### src/fixtv_pkg.sv
// Shared widths, byte codes, state encodings and bundle types of the tag=value decoder.
package fixtv_pkg;

    localparam int BYTE_W      = 8;
    localparam int TAG_W       = 16;
    localparam int LEN_W       = 16;
    localparam int FIELD_TAG_W = 16;
    localparam int CFG_W       = 16;
    localparam int ERR_W       = 3;
    localparam int APB_W       = 32;
    localparam int ADDR_W      = 5;

    localparam logic [BYTE_W-1:0] CH_EQ  = 8'h3D;
    localparam logic [BYTE_W-1:0] CH_SOH = 8'h01;
    localparam logic [BYTE_W-1:0] CH_0   = 8'h30;
    localparam logic [BYTE_W-1:0] CH_9   = 8'h39;

    localparam logic [CFG_W-1:0] RST_CHECKSUM_TAG = 16'd10;
    localparam logic [CFG_W-1:0] RST_DATA_TAG_A   = 16'd89;
    localparam logic [CFG_W-1:0] RST_DATA_TAG_B   = 16'd91;
    localparam logic [CFG_W-1:0] RST_DATA_TAG_C   = 16'd96;
    localparam logic [CFG_W-1:0] RST_DATA_TAG_D   = 16'd213;

    typedef enum logic [2:0] {
        REG_CHECKSUM_TAG = 3'd0,
        REG_DATA_TAG_A   = 3'd1,
        REG_DATA_TAG_B   = 3'd2,
        REG_DATA_TAG_C   = 3'd3,
        REG_DATA_TAG_D   = 3'd4
    } t_reg_idx;

    typedef enum logic [3:0] {
        PH_TAG   = 4'b0001,
        PH_VALUE = 4'b0010,
        PH_DATA  = 4'b0100,
        PH_DSEP  = 4'b1000
    } t_phase;

    typedef enum logic [3:0] {
        NS_NONE   = 4'b0001,
        NS_DIGITS = 4'b0010,
        NS_BAD    = 4'b0100,
        NS_DONE   = 4'b1000
    } t_num;

    typedef enum logic [ERR_W-1:0] {
        ERR_NONE     = 3'd0,
        ERR_TAG      = 3'd1,
        ERR_NO_PRIOR = 3'd2,
        ERR_LENGTH   = 3'd3,
        ERR_SEP      = 3'd4
    } t_err;

    typedef struct packed {
        logic [CFG_W-1:0] checksum_tag;
        logic [CFG_W-1:0] data_tag_a;
        logic [CFG_W-1:0] data_tag_b;
        logic [CFG_W-1:0] data_tag_c;
        logic [CFG_W-1:0] data_tag_d;
    } t_cfg;

    typedef struct packed {
        logic [FIELD_TAG_W-1:0] field_tag;
        logic [BYTE_W-1:0]      value_byte;
        logic                   value_valid;
        logic                   field_end;
        logic                   message_complete;
        logic [BYTE_W-1:0]      checksum_sum;
        t_err                   error_code;
    } t_result;

endpackage

### src/fixtv_if.sv
// Valid/ready channel interfaces for the input byte word and the result word.
interface fixtv_in_if;
    import fixtv_pkg::*;
    logic              valid;
    logic              ready;
    logic [BYTE_W-1:0] in_byte;

    modport source (output valid, output in_byte, input ready);
    modport sink (input valid, input in_byte, output ready);
endinterface

interface fixtv_out_if;
    import fixtv_pkg::*;
    logic                   valid;
    logic                   ready;
    logic [FIELD_TAG_W-1:0] field_tag;
    logic [BYTE_W-1:0]      value_byte;
    logic                   value_valid;
    logic                   field_end;
    logic                   message_complete;
    logic [BYTE_W-1:0]      checksum_sum;
    logic [ERR_W-1:0]       error_code;

    modport source (output valid, output field_tag, output value_byte, output value_valid,
                    output field_end, output message_complete, output checksum_sum,
                    output error_code, input ready);
    modport sink (input valid, input field_tag, input value_byte, input value_valid,
                  input field_end, input message_complete, input checksum_sum,
                  input error_code, output ready);
endinterface

### src/fix_tag_value_decoder.sv
// Top level of the tag=value<SOH> message decoder: input register, parser, result register.
// A byte word accepted into the input register moves on into the result register, where the
// sink can take it. Throughput: one byte per cycle while the sink is ready; the parser state
// updates as a word moves from the input register to the result register, and the result
// register frees the input side.
// Reset (i_rst_n low, synchronous): both stages empty, parser at the start of a message,
// registers back to checksum tag 10 and data tags 89, 91, 96, 213.
module fix_tag_value_decoder (
    input  logic                          i_clk,
    input  logic                          i_rst_n,
    fixtv_in_if.sink                      i_in,
    fixtv_out_if.source                   o_out,
    input  logic                          psel,
    input  logic                          penable,
    input  logic                          pwrite,
    input  logic [fixtv_pkg::ADDR_W-1:0]  paddr,
    input  logic [fixtv_pkg::APB_W-1:0]   pwdata,
    output logic [fixtv_pkg::APB_W-1:0]   prdata,
    output logic                          pready
);
    import fixtv_pkg::*;

    t_cfg              w_cfg;
    t_result           w_res;
    logic              w_advance;
    logic              r_in_valid;
    logic [BYTE_W-1:0] r_in_byte;
    logic              r_out_valid;
    t_result           r_out;

    fixtv_cfg u_cfg (
        .i_clk   (i_clk),
        .i_rst_n (i_rst_n),
        .psel    (psel),
        .penable (penable),
        .pwrite  (pwrite),
        .paddr   (paddr),
        .pwdata  (pwdata),
        .prdata  (prdata),
        .pready  (pready),
        .o_cfg   (w_cfg)
    );

    fixtv_parse u_parse (
        .i_clk   (i_clk),
        .i_rst_n (i_rst_n),
        .i_step  (w_advance),
        .i_byte  (r_in_byte),
        .i_cfg   (w_cfg),
        .o_res   (w_res)
    );

    // advance a word when the result register is empty or being drained
    assign w_advance  = r_in_valid && (!r_out_valid || o_out.ready);
    assign i_in.ready = !r_in_valid || w_advance;

    always_ff @(posedge i_clk) begin
        if (!i_rst_n) begin
            r_in_valid  <= 1'b0;
            r_out_valid <= 1'b0;
        end else begin
            if (i_in.ready) begin
                r_in_valid <= i_in.valid;
            end
            if (w_advance) begin
                r_out_valid <= 1'b1;
            end else if (o_out.ready) begin
                r_out_valid <= 1'b0;
            end
        end
    end

    always_ff @(posedge i_clk) begin
        if (i_in.valid && i_in.ready) begin
            r_in_byte <= i_in.in_byte;
        end
        if (w_advance) begin
            r_out <= w_res;
        end
    end

    assign o_out.valid            = r_out_valid;
    assign o_out.field_tag        = r_out.field_tag;
    assign o_out.value_byte       = r_out.value_byte;
    assign o_out.value_valid      = r_out.value_valid;
    assign o_out.field_end        = r_out.field_end;
    assign o_out.message_complete = r_out.message_complete;
    assign o_out.checksum_sum     = r_out.checksum_sum;
    assign o_out.error_code       = r_out.error_code;

endmodule

### src/fixtv_cfg.sv
// APB register file holding the checksum tag and the four data tags.
module fixtv_cfg (
    input  logic                          i_clk,
    input  logic                          i_rst_n,
    input  logic                          psel,
    input  logic                          penable,
    input  logic                          pwrite,
    input  logic [fixtv_pkg::ADDR_W-1:0]  paddr,
    input  logic [fixtv_pkg::APB_W-1:0]   pwdata,
    output logic [fixtv_pkg::APB_W-1:0]   prdata,
    output logic                          pready,
    output fixtv_pkg::t_cfg               o_cfg
);
    import fixtv_pkg::*;

    t_cfg     r_cfg;
    t_reg_idx w_idx;
    logic     w_wr;

    assign w_idx  = t_reg_idx'(paddr[ADDR_W-1:2]);
    assign w_wr   = psel && penable && pwrite;
    assign pready = 1'b1;
    assign o_cfg  = r_cfg;

    always_ff @(posedge i_clk) begin
        if (!i_rst_n) begin
            r_cfg.checksum_tag <= RST_CHECKSUM_TAG;
            r_cfg.data_tag_a   <= RST_DATA_TAG_A;
            r_cfg.data_tag_b   <= RST_DATA_TAG_B;
            r_cfg.data_tag_c   <= RST_DATA_TAG_C;
            r_cfg.data_tag_d   <= RST_DATA_TAG_D;
        end else if (w_wr) begin
            case (w_idx)
                REG_CHECKSUM_TAG: r_cfg.checksum_tag <= pwdata[CFG_W-1:0];
                REG_DATA_TAG_A:   r_cfg.data_tag_a   <= pwdata[CFG_W-1:0];
                REG_DATA_TAG_B:   r_cfg.data_tag_b   <= pwdata[CFG_W-1:0];
                REG_DATA_TAG_C:   r_cfg.data_tag_c   <= pwdata[CFG_W-1:0];
                REG_DATA_TAG_D:   r_cfg.data_tag_d   <= pwdata[CFG_W-1:0];
                default: ;
            endcase
        end
    end

    always_comb begin
        prdata = '0;
        case (w_idx)
            REG_CHECKSUM_TAG: prdata = APB_W'(r_cfg.checksum_tag);
            REG_DATA_TAG_A:   prdata = APB_W'(r_cfg.data_tag_a);
            REG_DATA_TAG_B:   prdata = APB_W'(r_cfg.data_tag_b);
            REG_DATA_TAG_C:   prdata = APB_W'(r_cfg.data_tag_c);
            REG_DATA_TAG_D:   prdata = APB_W'(r_cfg.data_tag_d);
            default:          prdata = '0;
        endcase
    end

endmodule

### src/fixtv_parse.sv
// Field parser state and the per-byte next-state and result logic.
module fixtv_parse (
    input  logic                          i_clk,
    input  logic                          i_rst_n,
    input  logic                          i_step,
    input  logic [fixtv_pkg::BYTE_W-1:0]  i_byte,
    input  fixtv_pkg::t_cfg               i_cfg,
    output fixtv_pkg::t_result            o_res
);
    import fixtv_pkg::*;

    localparam int NUM_W = (TAG_W > LEN_W) ? TAG_W : LEN_W;
    localparam int CMP_W = (TAG_W > CFG_W) ? TAG_W : CFG_W;
    localparam logic [NUM_W+3:0] TAG_LIM = {{(NUM_W+4-TAG_W){1'b0}}, {TAG_W{1'b1}}};
    localparam logic [NUM_W+3:0] LEN_LIM = {{(NUM_W+4-LEN_W){1'b0}}, {LEN_W{1'b1}}};

    typedef struct packed {
        logic [NUM_W-1:0] acc;
        t_num             st;
    } t_scan;

    function automatic t_scan scan_digit(input logic [NUM_W-1:0] acc, input t_num st,
                                         input logic [BYTE_W-1:0] b,
                                         input logic [NUM_W+3:0] limit);
        logic [NUM_W+3:0] v;
        t_scan            r;
        r.acc = acc;
        r.st  = st;
        v = ({4'b0, acc} << 3) + ({4'b0, acc} << 1) + {{NUM_W{1'b0}}, b[3:0]};
        if (b inside {[CH_0:CH_9]}) begin
            if (st == NS_NONE || st == NS_DIGITS) begin
                if (v > limit) begin
                    r.st = NS_BAD;
                end else begin
                    r.acc = v[NUM_W-1:0];
                    r.st  = NS_DIGITS;
                end
            end
        end else if (st == NS_NONE) begin
            r.st = NS_BAD;
        end else if (st == NS_DIGITS) begin
            r.st = NS_DONE;
        end
        return r;
    endfunction

    t_phase            r_phase,  n_phase;
    logic [TAG_W-1:0]  r_tag,    n_tag;
    t_num              r_tag_st, n_tag_st;
    logic [BYTE_W-1:0] r_fsum,   n_fsum;
    logic [BYTE_W-1:0] r_msum,   n_msum;
    logic [LEN_W-1:0]  r_cur,    n_cur;
    t_num              r_cur_st, n_cur_st;
    logic [LEN_W-1:0]  r_plen,   n_plen;
    logic              r_plv,    n_plv;
    logic              r_any,    n_any;
    logic [LEN_W-1:0]  r_left,   n_left;

    logic [CMP_W-1:0]  w_tag_ext;
    logic              w_is_data;
    logic              w_is_cks;
    t_scan             w_tag_scan;
    t_scan             w_cur_scan;
    logic              w_cur_ok;
    logic [LEN_W-1:0]  w_left_dec;

    assign w_tag_ext  = CMP_W'(r_tag);
    assign w_is_data  = (w_tag_ext == CMP_W'(i_cfg.data_tag_a))
                     || (w_tag_ext == CMP_W'(i_cfg.data_tag_b))
                     || (w_tag_ext == CMP_W'(i_cfg.data_tag_c))
                     || (w_tag_ext == CMP_W'(i_cfg.data_tag_d));
    assign w_is_cks   = (w_tag_ext == CMP_W'(i_cfg.checksum_tag));
    assign w_tag_scan = scan_digit(NUM_W'(r_tag), r_tag_st, i_byte, TAG_LIM);
    assign w_cur_scan = scan_digit(NUM_W'(r_cur), r_cur_st, i_byte, LEN_LIM);
    assign w_cur_ok   = (r_cur_st == NS_DIGITS) || (r_cur_st == NS_DONE);
    assign w_left_dec = (r_left != '0) ? r_left - 1'b1 : r_left;

    always_comb begin
        logic do_finish;
        logic do_start;
        logic do_restart;
        t_err err;

        n_phase  = r_phase;
        n_tag    = r_tag;
        n_tag_st = r_tag_st;
        n_fsum   = r_fsum;
        n_msum   = r_msum;
        n_cur    = r_cur;
        n_cur_st = r_cur_st;
        n_plen   = r_plen;
        n_plv    = r_plv;
        n_any    = r_any;
        n_left   = r_left;
        o_res    = '0;
        do_finish  = 1'b0;
        do_start   = 1'b0;
        do_restart = 1'b0;
        err        = ERR_NONE;

        case (r_phase)
            PH_TAG: begin
                if (i_byte == CH_EQ) begin
                    if (r_tag_st == NS_NONE || r_tag_st == NS_BAD) begin
                        err = ERR_TAG;
                    end else if (w_is_data) begin
                        if (!r_any) begin
                            err = ERR_NO_PRIOR;
                        end else if (!r_plv) begin
                            err = ERR_LENGTH;
                        end else begin
                            n_left  = r_plen;
                            n_phase = (r_plen == '0) ? PH_DSEP : PH_DATA;
                        end
                    end else begin
                        n_phase = PH_VALUE;
                    end
                    n_cur           = '0;
                    n_cur_st        = NS_NONE;
                    n_fsum          = r_fsum + i_byte;
                    o_res.field_tag = w_tag_ext[FIELD_TAG_W-1:0];
                end else begin
                    n_tag    = w_tag_scan.acc[TAG_W-1:0];
                    n_tag_st = w_tag_scan.st;
                    n_fsum   = r_fsum + i_byte;
                end
            end
            PH_VALUE: begin
                o_res.field_tag = w_tag_ext[FIELD_TAG_W-1:0];
                if (i_byte == CH_SOH) begin
                    do_finish = 1'b1;
                end else begin
                    n_cur             = w_cur_scan.acc[LEN_W-1:0];
                    n_cur_st          = w_cur_scan.st;
                    n_fsum            = r_fsum + i_byte;
                    o_res.value_byte  = i_byte;
                    o_res.value_valid = 1'b1;
                end
            end
            PH_DATA: begin
                o_res.field_tag   = w_tag_ext[FIELD_TAG_W-1:0];
                n_cur             = w_cur_scan.acc[LEN_W-1:0];
                n_cur_st          = w_cur_scan.st;
                n_fsum            = r_fsum + i_byte;
                o_res.value_byte  = i_byte;
                o_res.value_valid = 1'b1;
                n_left            = w_left_dec;
                if (w_left_dec == '0) begin
                    n_phase = PH_DSEP;
                end
            end
            PH_DSEP: begin
                if (i_byte == CH_SOH) begin
                    o_res.field_tag = w_tag_ext[FIELD_TAG_W-1:0];
                    do_finish       = 1'b1;
                end else begin
                    err = ERR_SEP;
                end
            end
            default: begin
                do_restart = 1'b1;
            end
        endcase

        if (do_finish) begin
            o_res.field_end = 1'b1;
            n_any  = 1'b1;
            n_plen = r_cur;
            n_plv  = w_cur_ok;
            if (w_is_cks) begin
                o_res.message_complete = 1'b1;
                o_res.checksum_sum     = r_msum;
                do_restart             = 1'b1;
            end else begin
                n_msum   = r_msum + r_fsum + i_byte;
                do_start = 1'b1;
            end
        end

        // drop the byte and restart the message on any error
        if (err != ERR_NONE) begin
            o_res            = '0;
            o_res.error_code = err;
            do_restart       = 1'b1;
        end

        if (do_start || do_restart) begin
            n_phase  = PH_TAG;
            n_tag    = '0;
            n_tag_st = NS_NONE;
            n_fsum   = '0;
            n_cur    = '0;
            n_cur_st = NS_NONE;
            n_left   = '0;
        end
        if (do_restart) begin
            n_msum = '0;
            n_plen = '0;
            n_plv  = 1'b0;
            n_any  = 1'b0;
        end
    end

    always_ff @(posedge i_clk) begin
        if (!i_rst_n) begin
            r_phase  <= PH_TAG;
            r_tag    <= '0;
            r_tag_st <= NS_NONE;
            r_fsum   <= '0;
            r_msum   <= '0;
            r_cur    <= '0;
            r_cur_st <= NS_NONE;
            r_plen   <= '0;
            r_plv    <= 1'b0;
            r_any    <= 1'b0;
            r_left   <= '0;
        end else if (i_step) begin
            r_phase  <= n_phase;
            r_tag    <= n_tag;
            r_tag_st <= n_tag_st;
            r_fsum   <= n_fsum;
            r_msum   <= n_msum;
            r_cur    <= n_cur;
            r_cur_st <= n_cur_st;
            r_plen   <= n_plen;
            r_plv    <= n_plv;
            r_any    <= n_any;
            r_left   <= n_left;
        end
    end

endmodule
### src/flat_wrapper.sv
// flat-port wrapper written by rule: the top's interface ports become plain ports
module fix_tag_value_decoder_flat import fixtv_pkg::*;
  (i_clk, i_rst_n, psel, penable, pwrite, paddr, pwdata, prdata, pready, i_in_valid, i_in_in_byte, i_in_ready, o_out_valid, o_out_field_tag, o_out_value_byte, o_out_value_valid, o_out_field_end, o_out_message_complete, o_out_checksum_sum, o_out_error_code, o_out_ready);
  fixtv_in_if i_in_i ();
  fixtv_out_if o_out_i ();
  input  logic i_clk;
  input  logic i_rst_n;
  input  logic psel;
  input  logic penable;
  input  logic pwrite;
  input  logic [fixtv_pkg::ADDR_W-1:0] paddr;
  input  logic [fixtv_pkg::APB_W-1:0] pwdata;
  output logic [fixtv_pkg::APB_W-1:0] prdata;
  output logic pready;
  input wire logic [$bits(i_in_i.valid)-1:0] i_in_valid;
  input wire logic [$bits(i_in_i.in_byte)-1:0] i_in_in_byte;
  output wire logic [$bits(i_in_i.ready)-1:0] i_in_ready;
  output wire logic [$bits(o_out_i.valid)-1:0] o_out_valid;
  output wire logic [$bits(o_out_i.field_tag)-1:0] o_out_field_tag;
  output wire logic [$bits(o_out_i.value_byte)-1:0] o_out_value_byte;
  output wire logic [$bits(o_out_i.value_valid)-1:0] o_out_value_valid;
  output wire logic [$bits(o_out_i.field_end)-1:0] o_out_field_end;
  output wire logic [$bits(o_out_i.message_complete)-1:0] o_out_message_complete;
  output wire logic [$bits(o_out_i.checksum_sum)-1:0] o_out_checksum_sum;
  output wire logic [$bits(o_out_i.error_code)-1:0] o_out_error_code;
  input wire logic [$bits(o_out_i.ready)-1:0] o_out_ready;
  assign i_in_i.valid = i_in_valid;
  assign i_in_i.in_byte = i_in_in_byte;
  assign i_in_ready = i_in_i.ready;
  assign o_out_valid = o_out_i.valid;
  assign o_out_field_tag = o_out_i.field_tag;
  assign o_out_value_byte = o_out_i.value_byte;
  assign o_out_value_valid = o_out_i.value_valid;
  assign o_out_field_end = o_out_i.field_end;
  assign o_out_message_complete = o_out_i.message_complete;
  assign o_out_checksum_sum = o_out_i.checksum_sum;
  assign o_out_error_code = o_out_i.error_code;
  assign o_out_i.ready = o_out_ready;
  fix_tag_value_decoder u_core (.i_clk(i_clk), .i_rst_n(i_rst_n), .i_in(i_in_i), .o_out(o_out_i), .psel(psel), .penable(penable), .pwrite(pwrite), .paddr(paddr), .pwdata(pwdata), .prdata(prdata), .pready(pready));
endmodule
### config.mk
export PLATFORM = sky130hd
export DESIGN_NAME = fix_tag_value_decoder_flat
export DESIGN_NICKNAME = d
export VERILOG_FILES = /design/src/fixtv_pkg.sv /design/src/fixtv_if.sv /design/src/fix_tag_value_decoder.sv /design/src/fixtv_cfg.sv /design/src/fixtv_parse.sv /design/src/flat_wrapper.sv
export SDC_FILE = /design/constraint.sdc
export NUM_CORES = 1
export LEC_CHECK = 0
export BUFFER_PORTS_ARGS = -buffer_cell sky130_fd_sc_hd__buf_2
export CELL_PAD_IN_SITES_DETAIL_PLACEMENT = 1
export CELL_PAD_IN_SITES_GLOBAL_PLACEMENT = 2
export CORE_MARGIN = 10
export CORE_UTILIZATION = 33
export DETAILED_ROUTE_END_ITERATION = 10
export PLACE_DENSITY_LB_ADDON = 0.1
export SLEW_MARGIN = 20
export SYNTH_ARGS = -nofsm -noshare
export SYNTH_HDL_FRONTEND = slang
export SYNTH_SLANG_ARGS = --single-unit
export TNS_END_PERCENT = 20
### constraint.sdc
create_clock -name i_clk -period 3.1 [get_ports i_clk]
set_input_delay 0.62 -clock i_clk [delete_from_list [all_inputs] [get_ports i_clk]]
set_output_delay 0.62 -clock i_clk [all_outputs]
set_load 0.01 [all_outputs]
==> results of run 1 <==
## cell type report
cell class / instances / area, um^2 / area share [%]
clock buffer: 37 / 786 / 4.86
clock inverter: 17 / 253 / 1.56
inverter: 24 / 92.6 / 0.573
multi-input combinational: 1155 / 7790 / 48.2
sequential: 222 / 4910 / 30.4
tap: 518 / 648 / 4.01
timing repair buffer: 224 / 1680 / 10.4
## cell families (layout without fill, tap and decap cells)
| kind of cell | Yosys count | after routing | share of synthesized area, % |
|---|---|---|---|
| flops | 222 | 222 | 37.6 |
| other cells | 2 | 17 | 0.0575 |
| compound gates | 350 | 350 | 17.3 |
| simple gates | 526 | 526 | 19.3 |
| fa+ha+maj | 90 | 90 | 9.38 |
| xor+xnor | 123 | 123 | 8.25 |
| mux | 49 | 49 | 3.77 |
| buf+inv | 125 | 302 | 4.41 |
## cell usage in the layout, fill, tap and decap left out, drive strengths merged, types with 32 or more instances in the layout
| cell type | netlist | layout |
|---|---|---|
| nand2 | 264 | 264 |
| a22oi | 32 | 32 |
| clkbuf | 56 | 38 |
| xor2 | 94 | 94 |
| ha | 77 | 77 |
| o21ai | 41 | 41 |
| dfxtp | 176 | 176 |
| nor2 | 64 | 64 |
| nor4 | 32 | 32 |
| edfxtp | 46 | 46 |
| nand3 | 32 | 32 |
| buf | 45 | 223 |
| mux2i | 48 | 48 |
| a21oi | 145 | 145 |
## cell usage after synthesis (4+ instances only)
master	number	share of area (%)
a211oi_1	6	0.35
o22ai_1	20	0.96
o31ai_1	6	0.35
nand4b_1	5	0.34
nand2b_1	13	0.62
xor2_1	94	6.3
o21ai_0	36	1.4
nand3_1	32	1.2
mux2i_1	48	3.7
and3_1	17	0.81
nand4_1	9	0.43
ha_1	77	7.4
o21ai_1	4	0.15
inv_1	24	0.69
xnor2_1	29	1.9
nor2b_1	14	0.67
dfxtp_1	176	27
o211ai_1	10	0.58
o21bai_1	7	0.40
a22o_1	27	1.8
o21a_1	7	0.40
nor4_1	32	1.5
buf_4	18	1.0
nor2_1	63	1.8
or3_1	7	0.34
fa_1	13	2.0
a21oi_1	144	5.5
a21o_1	13	0.75
a22oi_1	32	1.8
clkbuf_1	56	1.6
nor3_1	13	0.50
nor3b_1	5	0.29
nand2_1	264	7.6
nand3b_1	7	0.40
a31oi_1	5	0.24
buf_2	25	0.96
edfxtp_1	46	11
and2_1	29	1.4
a32o_1	4	0.31
## layer usage
metal | global-route usage (%) | part of all wire, % | wire (um) | up-vias
met1 | 23.5 | 46 | 20400 | 5625
met5 | 0 | 0 | 0 | -
met2 | 31.3 | 48 | 21500 | 183
li1 | - | - | - | 5605
met3 | 2.90 | 3.9 | 1750 | 47
met4 | 5.19 | 2.4 | 1050 | 0
## path summary, 6_finish.rpt
kind / slack (ns) / to
hold / removal: 0.22 / u_core.r_in_byte[0]$_DFFE_PP_
setup / recovery: -0.21 / u_core.u_parse.r_tag[5]$_SDFFE_PN0P_
setup reg to reg: -0.21 / u_core.u_parse.r_tag[5]$_SDFFE_PN0P_
hold reg to reg: 0.45 / u_core.u_parse.r_msum[7]$_SDFFE_PN0P_
## flip-flops by register name (all words and copies together), names as in the netlist, 16 cells and up
signal and flops:
u_core.o_out.field_tag 16, u_core.u_cfg.o_cfg 80, u_core.u_parse.r_cur 16, u_core.u_parse.r_left 16, u_core.u_parse.r_plen 16, u_core.u_parse.r_tag 16
## critical path, cell delays in order (launching register included)
cell      delay [ns]
edfxtp_1        0.36
inv_2           0.05
buf_6           0.12
fa_1            0.49
inv_2           0.05
fa_2            0.37
a211oi_2        0.23
o21ai_2         0.08
o2111a_2        0.28
o41ai_4         0.41
xnor2_2         0.14
o21bai_4        0.16
nand4_4         0.12
buf_12          0.18
mux2i_1         0.12
## power by group
part           total (mW)  internal, mW  switching [mW]
Clock                3.67          2.29            1.38
Combinational       0.532         0.196           0.335
Sequential           3.03          2.99          0.0369
## metrics by stage
| stage | area (um^2) | hold WS [ns] | TNS (ns) | setup WS, ns |
|---|---|---|---|---|
| final | 16200 | 0.223 | -4.80 | -0.208 |
| after global routing | 16200 | 0.201 | -11.43 | -0.402 |
| after floorplan | 13100 | 0.431 | -3.13 | -0.179 |
| after global placement | 14800 | 0.444 | -11.87 | -0.390 |
| after detailed placement | 14800 | 0.455 | -13.18 | -0.517 |
| after CTS | 16000 | 0.190 | -5.36 | -0.273 |
## what timing repair did
| item | in CTS | in global routing |
|---|---|---|
| cloned | 1 | 0 |
| setup buffers | 11 | 5 |
| gates resized for setup | 19 | 17 |
| pin swaps | 13 | 12 |
| hold endpoints to repair | 0 | 0 |
| setup endpoints to repair | 50 | 104 |
==> results_dict.tcl, run 1 <==
set metrics [dict create \
    die_h_um 219 \
    rsz0062_at_grt "true" \
    min_from "i_in_in_byte[0]" \
    hold_path_depth 1 \
    hold_viol_final 0 \
    setup_viol 35 \
    io_pins 125 \
    gp_congestion 0.825 \
    fin_skew_ns 0.0202 \
    antenna_found_initial 0 \
    min_period_ns 3.31 \
    startpoint "u_core.r_in_byte[3]$_DFFE_PP_" \
    clock_path_buffers 3 \
    crit_fanout 12 \
    path_clk_slew_ns 0.06 \
    synthToLayoutAreaGrowth_pct 23.8 \
    diodes 0 \
    grt_pass1_vias 11979 \
    r2r_start "u_core.r_in_byte[3]$_DFFE_PP_" \
    ys_seq_elements 222 \
    ys_async_sr_fraction_pct 0 \
    drv_cap 0 \
    status "finished, violations left" \
    max-vdd-ir-drop_uv 415 \
    grt_pass1_wl_um 70000 \
    start_util_pct 33.5 \
    synth_edf_count 46 \
    drc 0 \
    setup_slack_ns -0.208 \
    end_kind "flop" \
    instances_no_fill 2197 \
    avgViaCountPerCell 5.22 \
    violations "negative setup slack" \
    synthDistinctLibCells 74 \
    p_total_mw 7.23 \
    h-tree-depth 1 \
    grtUsageTotal_pct 18.3 \
    worst_slew_pin_slew_ns 1.03 \
    relSlewSlack_pct 30.8 \
    rows 72 \
    final_layout_size_suffix_gt1_share_pct 19.4 \
    syn_avg_cell_area_um2 8.78 \
    detail_route.wl_per_cell_um 20.3 \
    cellPowerDensity_mw_per_mm2 448 \
    crit_required_ns 3.55 \
    fp.coreArea_mm2 0.0389 \
    p_leak_nw 7.12 \
    clkLatencyLatePin_ns 0.57 \
    ant_nets 0 \
    vias 11460 \
    finalMaxSlewViolations 0 \
    first_pass_iters 7 \
    fin_crit_sh_pct 107 \
    cts_made_buffers 29 \
    hpwl_um 32800 \
    hold_class "input pin to flop" \
    rr_worst_depth 14 \
    fill_cells 4589 \
    ys_warn_count 0 \
    routed_wl_um 44700 \
    cts_hold_buffers 0 \
    netlist_instances 1487 \
    dp.cells 2126 \
    yosysSeqAreaShare_pct 37.6 \
    portBuffers 89 \
    fmax_ghz 0.302 \
    worstSetupPathType "flop to flop" \
    cts-root-buf "clkbuf_16" \
    nets 1798 \
    grt_max_degree 63 \
    fp.dieArea_mm2 0.0479 \
    drt_iter0_drc 479 \
    cts_num_sinks 222 \
    final_util_pct 41.5 \
    synthFlopType "dfxtp_1" \
    crit_arrival_ns 3.75 \
    die_w_um 219 \
    synth_area_mm2 0.0131 \
    cts_tree "yes" \
    grt-ovfl-total 0 \
    startpoint_type "flop" \
]
No activity file was read; power rests on OpenSTA's default activity.
==> run 2, diff against run 1 <==
SETUP_SLACK_MARGIN = 0.4   (was default)
==> run 2 against run 1 <==
Net effect:
- via count decreased by 0.96%
- critical path depth unchanged
- first-iteration DRC count increased by 30%
- fmax decreased by 1.0%
- combinational power increased by 0.8%
- core utilization unchanged
- highest routed layer unchanged
- the flow still finishes with violations (negative setup slack)
- clock power about the same
==> results_dict.tcl, run 2 (synthesis gave the netlist of run 1 again) <==
set metrics [dict create \
    hold_viol_final 0 \
    antenna_found_initial 0 \
    finalInstanceArea_mm2 0.0162 \
    grt_pass1_wl_um 69500 \
    crit_buf_inv 4 \
    drv_cap 0 \
    min_period_ns 3.34 \
    finalMaxSlewViolations 0 \
    clkPwrFrac_pct 50.8 \
    startpoint_type "flop" \
    sw_frac_of_total_pct 24.2 \
    multi_input_comb_area_mm2 0.00788 \
    power.switching_mw 1.76 \
    rsz0062_at_grt "true" \
    relSlewSlack_pct 41.1 \
    post_dp_cell_area_mm2 0.0147 \
    min_from "i_in_in_byte[2]" \
    crit_fanout 7 \
    vias 11350 \
    rr_worst_depth 14 \
    cellPowerDensity_mw_per_mm2 450 \
    max-vdd-ir-drop_uv 399 \
    first_pass_iters 5 \
    seqCellArea_mm2 0.00491 \
    p_seq_share_pct 41.8 \
    grt_pass1_vias 11989 \
    p_total_mw 7.26 \
    setup_viol 36 \
    ff2ff_setup_slack_ns -0.24 \
    fin_skew_ns 0.0231 \
    detail_route.wl_per_cell_um 20.2 \
    crit_family "compound AO/OA/AOI/OAI gates" \
    cp_slowest_stage_delay_ns 0.49 \
    end_kind "flop" \
    final_layout_size_suffix_gt1_share_pct 19.4 \
    fp.coreArea_mm2 0.0389 \
    start_util_pct 33.5 \
    cts-root-buf "clkbuf_16" \
    cts_num_sinks 222 \
    fin_crit_sh_pct 108 \
    fp.dieArea_mm2 0.0479 \
    worstSetupPathType "flop to flop" \
    hold_class "input pin to flop" \
    fmax_ghz 0.299 \
    routed_wl_um 44000 \
    avgViaCountPerCell 5.20 \
    gp_congestion 0.820 \
    die_w_um 219 \
    grtUsageTotal_pct 18.1 \
    status "finished, violations left" \
    diodes 0 \
    path_clk_slew_ns 0.06 \
    grt_max_degree 66 \
    cts_tree "yes" \
    clkLatencyLatePin_ns 0.57 \
    largest_reg_flops 80 \
    final_common_cell "nand2_1" \
    clock_path_buffers 3 \
    cts_made_buffers 29 \
    crit_required_ns 3.55 \
    drt_iter0_drc 622 \
    hpwl_um 32100 \
    fill_cells 4565 \
    nets 1783 \
    portBuffers 89 \
    setup_slack_ns -0.241 \
    slowest_stage "fa_1" \
    worst_slew_pin_slew_ns 0.875 \
    r2r-end "u_core.u_parse.r_tag[11]$_SDFFE_PN0P_" \
    r2r_start "u_core.r_in_byte[3]$_DFFE_PP_" \
    p_leak_nw 7.08 \
    p_int_mw 5.51 \
    drc 0 \
    synthToLayoutAreaGrowth_pct 23.8 \
    io_pins 125 \
    crit_chain "inv_2 > buf_6 > fa_1 > inv_2 > fa_2 > a211oi_2 > o21ai_2 > o2111a_2 > o41ai_4 > xnor2_2 > o21bai_4 > nand4_4 > buf_12 > mux2i_1" \
    grt-ovfl-total 0 \
    p_comb_share_pct 7.4 \
    crit_arrival_ns 3.79 \
    rows 72 \
    h-tree-depth 1 \
    violations "negative setup slack" \
    final_cell_mix "nand2_1 (262), dfxtp_1 (174), a21oi_1 (138)" \
    hold_end "u_core.r_in_byte[2]$_DFFE_PP_" \
    die_h_um 219 \
    crit_path_frequent_cell "inv_2" \
    hold_path_depth 1 \
    ant_nets 0 \
]
## run 2: metrics by stage
| step | util (%) | cells | TNS (ns) | worst slack (ns) | hold slack, ns |
|---|---|---|---|---|---|
| 2_1_floorplan | - | 1502 | -3.15 | -0.179 | 0.431 |
| 3_3_place_gp | 37.8 | 2110 | -8.17 | -0.271 | 0.454 |
| 3_5_place_dp | 37.8 | 2110 | -10.63 | -0.343 | 0.457 |
| 4_1_cts | 41.3 | 2179 | -6.24 | -0.253 | 0.188 |
| 5_1_grt | 41.5 | 2182 | -11.95 | -0.394 | 0.204 |
| 6_report | 41.5 | 2182 | -6.65 | -0.241 | 0.227 |
## run 2: worst max-delay path by stage
stage | from | to | cells past startpoint
6_report | u_core.r_in_byte[3]$_DFFE_PP_ | u_core.u_parse.r_tag[11]$_SDFFE_PN0P_ | 14
5_1_grt | u_core.r_in_byte[2]$_DFFE_PP_ | u_core.u_parse.r_cur[8]$_SDFFE_PN0P_ | 20
4_1_cts | u_core.r_in_byte[2]$_DFFE_PP_ | u_core.u_parse.r_tag[11]$_SDFFE_PN0P_ | 12
3_5_place_dp | u_core.r_in_byte[2]$_DFFE_PP_ | u_core.u_parse.r_tag[11]$_SDFFE_PN0P_ | 12
3_3_place_gp | u_core.r_in_byte[3]$_DFFE_PP_ | u_core.u_parse.r_cur[15]$_SDFFE_PN0P_ | 12
2_1_floorplan | u_core.u_parse.r_tag[0]$_SDFFE_PN0P_ | u_core.u_parse.r_tag[5]$_SDFFE_PN0P_ | 14
## run 2: power groups by stage
| stage | Combinational (mW) | Sequential [mW] | Clock, mW |
|---|---|---|---|
| 2_1_floorplan | 0.306 | 3.10 | 0 |
| 3_3_place_gp | 0.502 | 3.10 | 0 |
| 3_5_place_dp | 0.510 | 3.10 | 0 |
| 4_1_cts | 0.534 | 3.04 | 3.80 |
| 5_1_grt | 0.594 | 3.04 | 3.91 |
| 6_report | 0.536 | 3.04 | 3.69 |
## run 2: cell type report
cell class	count	share of cell area [%]
Clock buffer	40	4.99
Tap cell	518	4.01
Timing Repair Buffer	209	9.85
Clock inverter	14	1.43
Inverter	24	0.573
Multi-Input combinational cell	1155	48.8
Sequential cell	222	30.4
## run 2: layer usage
layer / up-vias / share of wire (%) / wire length [um] / track usage, %
met4: 0 / 2.1 / 941 / 4.62
met1: 5557 / 47 / 20600 / 23.7
met5: - / 0 / 0 / 0
met3: 44 / 3.6 / 1580 / 2.42
met2: 168 / 47 / 20900 / 30.7
li1: 5581 / - / - / -
## run 2: timing repair
| item | CTS | global route |
|---|---|---|
| resized for setup | 46 | 19 |
| cloned | 1 | 0 |
| hold buffers | 0 | 0 |
| setup endpoints to repair | 104 | 110 |
| setup buffers | 14 | 2 |
| pin swaps | 40 | 26 |
